<file path="src/slt_pkg.sv">
// Shared types and constants for the sorted list table.
package slt_pkg;

  localparam int CAPACITY_DEF = 64;
  localparam int VAL_W        = 32;
  localparam int IN_W         = 40;
  localparam int OUT_W        = 48;

  typedef enum logic [2:0] {
    ACT_INSERT = 3'd0,
    ACT_DELETE = 3'd1,
    ACT_FIND   = 3'd2,
    ACT_CLEAR  = 3'd3,
    ACT_REWIND = 3'd4,
    ACT_NEXT   = 3'd5
  } action_t;

  typedef enum logic [1:0] {
    ST_OK        = 2'd0,
    ST_NOT_FOUND = 2'd1,
    ST_FULL      = 2'd2,
    ST_END       = 2'd3
  } status_t;

  typedef enum logic [1:0] {
    S_IDLE   = 2'd0,
    S_APPLY  = 2'd1,
    S_SEARCH = 2'd2,
    S_FOUT   = 2'd3
  } state_t;

  // Shift commands broadcast to every cell of the row.
  typedef struct packed {
    logic ins_en;
    logic del_en;
  } cell_ctl_t;

endpackage

</file>
<file path="src/slt_cell.sv">
// One storage cell of the sorted row: holds an entry, compares it and shifts.
module slt_cell
  import slt_pkg::*;
#(
  parameter int CNT_W = 7,
  parameter int INDEX = 0
) (
  input  logic                    clk,
  input  logic                    cmp_en,
  input  logic signed [VAL_W-1:0] cmp_val,
  input  logic signed [VAL_W-1:0] ins_val,
  input  cell_ctl_t               ctl,
  input  logic [CNT_W-1:0]        count,
  input  logic [CNT_W-1:0]        cursor,
  input  logic signed [VAL_W-1:0] left_val,
  input  logic                    left_sh,
  input  logic signed [VAL_W-1:0] right_val,
  output logic signed [VAL_W-1:0] val,
  output logic                    sh,
  output logic                    gt,
  output logic                    eq,
  output logic                    hit,
  output logic [VAL_W-1:0]        rd
);

  localparam logic [CNT_W-1:0] MY_IDX = CNT_W'(INDEX);

  logic signed [VAL_W-1:0] val_r;
  logic                    gt_r;
  logic                    eq_r;
  logic                    valid;
  logic                    ge;

  assign valid = MY_IDX < count;
  // Insert: this cell moves up (or takes the new value) when its entry is
  // larger than the operand, and the first free cell always takes part.
  assign sh    = (valid && gt_r) || (count == MY_IDX);
  assign ge    = valid && (gt_r || eq_r);

  always_ff @(posedge clk) begin
    if (cmp_en) begin
      gt_r <= val_r > cmp_val;
      eq_r <= val_r == cmp_val;
    end
    if (ctl.ins_en && sh) begin
      val_r <= left_sh ? left_val : ins_val;
    end else if (ctl.del_en && ge) begin
      val_r <= right_val;
    end
  end

  assign val = val_r;
  assign gt  = gt_r;
  assign eq  = eq_r;
  assign hit = valid && eq_r;
  assign rd  = (cursor == MY_IDX) ? val_r : '0;

endmodule

</file>
<file path="config.mk">
export PLATFORM = sky130hd
export DESIGN_NAME = slt_cell
export DESIGN_NICKNAME = d
export VERILOG_FILES = /design/src/slt_pkg.sv /design/src/slt_cell.sv
export SDC_FILE = /design/constraint.sdc
export NUM_CORES = 1
export LEC_CHECK = 0
export BUFFER_PORTS_ARGS = -buffer_cell sky130_fd_sc_hd__buf_2
export CORE_AREA = 2 2 60 118
export DETAILED_ROUTE_END_ITERATION = 8
export DIE_AREA = 0 0 62 120
export MAX_ROUTING_LAYER = met4
export PLACE_DENSITY = 0.85
export SYNTH_ARGS = -nofsm -noshare
export SYNTH_HDL_FRONTEND = slang
export SYNTH_SLANG_ARGS = --single-unit
</file>
<file path="constraint.sdc">
create_clock -name clk -period 8 [get_ports clk]
set_input_delay 0.8 -clock clk [delete_from_list [all_inputs] [get_ports clk]]
set_output_delay 0.8 -clock clk [all_outputs]
set_load 0.05 [all_outputs]
</file>
==> out/qor.csv <==
stage,metric,value,unit
outcome,status,finished clean,
drt,starting DRC count in detailed routing,84,
yosys,post-synthesis xor/xnor area fraction,0,
finish,multi-input logic area,1604,um^2
drt,DRC,0,
clock_network,CTS resizes,0,
finish,"Area growth, synth to finish",45.88,%
global_routing,GR Overflow Total,0,
worst_setup_path,crit end category,output pin,
yosys,Synth Area in Simple Gates,0.1958,
job,Max-Cap Viols,0,
yosys,Yosys warnings,0,
die,Initial Utilization,0.4251,
placement,IO Port Bufs,214,
yosys,Post-synth ARST share,0,
die,row cnt,42,
clock_network,maximum root-to-sink buffer count,2,
yosys,Synth Area in Adders,0.1434,
timing,Tcrit/Tclk final,0.3940,
yosys,commonest cells in the netlist,"nand2_1, o21ai_0, edfxtp_1",
clock_network,H-tree levels,2,
timing,Setup Skew,0.004049,ns
global_routing,initial antenna violation count,0,
timing,setup TNS,0,ns
worst_setup_path,"Arr. time, crit path",2.35,ns
yosys,cell with the most instances after synthesis,nand2_1,
timing,Pins Over Slew Limit,0,
yosys,synth unique cells,31,
finish,nets@finish,688,
placement,dpl hpwl,7120,um
yosys,main combinational cell family by area after synthesis,simple AND/OR/NAND/NOR gates,
clock_network,cts hold-fix bufs,0,
drt,M1 WL,3069,um
power_and_ir_drop,total power,0.0007089,W
drt,DR WL met2,4734,um
die,Core ar.,6569,um^2
placement,Place WS,4.857,ns
placement,GPL Wtd Cong,0.8357,
worst_setup_path,CP max FO,32,
clock_network,CTS sink cnt,34,
timing,Final Hold Viols,0,
die,width of the die,62,um
yosys,synthesized cell area,2793,um^2
yosys,#FFs+latches synth,34,
yosys,"Primary FF master, synth",edfxtp_1,
timing,RSZ-0062 raised after global routing,false,
drt,vias per cell,4.978,
clock_network,clk root buf,clkbuf_16,
clock_network,worst skew pair latency,0.28,ns
timing,worst rel slew slack,0.3502,
worst_setup_path,WP data required,7.20,ns
global_routing,first-pass GRT wire length,12900,um
clock_network,CTS buffer count,5,
yosys,Area contributors post-synth,"edfxtp_1, ha_1, mux2i_1",
power_and_ir_drop,Peak VDD IR,0.0001513,V
drt,wire per inst,14.28,um
drt,Final ANT Viol Nets,0,
yosys,Synth Instances,300,
timing,Setup WS post-layout,4.848,ns
timing,fin crit period,3.152,ns
drt,Top Metal Used,met4,
die,Die Ht,120,um
global_routing,vias in the first global route,3048,
die,I/O Pins,215,
yosys,Mapped Nets,479,
yosys,Mean Syn Cell Area,9.309,um^2
yosys,fraction of post-synthesis cell area in the top cell type by area,0.3656,
yosys,Synth area leader,edfxtp_1,
timing,final setup fails,0,
finish,fin util,0.6202,
power_and_ir_drop,Cell Pwr Density,174.0,nW/um^2
clock_network,CTS tree,done,
global_routing,pin count of the biggest net entering global routing,65,
finish,sequential standard cell area,1021,um^2
drt,Via Count,2972,
power_and_ir_drop,Pleak,2.310,nW
worst_setup_path,Setup CP Type,in2out,
clock_network,Clock transition at path regs,0.05,ns
yosys,number of flops mapped to enable cells by yosys,34,
die,area of the die,7440,um^2
finish,fillcell total,576,
worst_setup_path,CP Launch Type,primary input,
worst_hold_path,HP Class,in2reg,
finish,share of cells above drive strength 1,0.4479,
clock_network,Post CTS Setup Buffer Count,0,
global_routing,gr usage total,0.2379,
yosys,sequential area share after synthesis,0.3656,
drt,final WL,8527,um
drt,metal3 WL,475,um
finish,# diodes,0,
drt,drt first pass iters,4,
yosys,compound-gate portion of the synthesized area,0.1169,
timing,WHS,0.7419,ns
timing,Worst-Margin Slew,0.9713,ns
timing,Max Clk Rate,317.3,MHz
yosys,mux contribution to synthesized area,0.1147,
## where the power goes
group	internal (W)	switching (W)
combinational	0.0000895	0.000182
sequential	0.000234	0.0000208
clock	0.000114	0.0000689
total	0.000437	0.000272
## placed cells by master, fill, tap and decap left out, types with 2 or more instances in the layout
cell type / count
and2_1: 33
ha_1: 32
nand2_1: 39
a221oi_1: 3
a21o_1: 4
inv_1: 33
o21ai_0: 36
clkbuf_16: 5
nor3_1: 2
nand2b_1: 3
nand4_1: 6
mux2i_1: 32
nor4_4: 2
edfxtp_1: 34
nor2_1: 2
a21oi_1: 10
buf_2: 214
nand3_1: 2
## worst max-delay path: stages
cell,delay [ns]
buf_2,0.10
or4_4,0.54
nor4_4,0.14
buf_4,0.33
and2_1,0.17
buf_2,0.26
## logic make-up (layout without fill, tap and decap cells)
logic type / count (synthesis) / in the layout
flops: 34 / 34
compound gates: 58 / 58
buf+inv: 46 / 255
simple gates: 98 / 98
fa+ha+maj: 32 / 32
mux: 32 / 32
## metal layers
metal | track usage | vias to the layer above
met4 | 0.1064 | 0
met1 | 0.2401 | 1348
met5 | - | -
met2 | 0.4219 | 131
li1 | - | 1474
met3 | 0.03664 | 19
## state kept, by name, indices dropped and copies added (netlist names)
name  count
eq        1
val      32
gt        1
## final cells by class
type                       instances  area share
multi-input combinational        220      0.3937
timing repair buffer             215      0.2647
sequential                        34      0.2506
clock buffer                       6     0.03163
inverter                          33     0.03041
tap                               88     0.02703
clock inverter                     1    0.001843
## metrics by stage
stage,std cells,area [um^2]
CTS,597,4074
floorplan,300,2793
global route,597,4074
global placement,590,3938
detailed placement,590,3938
finish,597,4074
## worst paths after layout
path	from	end	slack [ns]	depth (start not counted)
worst max register to register	val[15]$_DFFE_PP_	gt$_DFFE_PP_	5.73	7
worst max-delay path	cursor[2]	rd[9]	4.85	6
worst min register to register	val[2]$_DFFE_PP_	eq$_DFFE_PP_	0.84	3
worst min-delay path	cmp_en	gt$_DFFE_PP_	0.74	1
No activity file was read; power rests on OpenSTA's default activity.
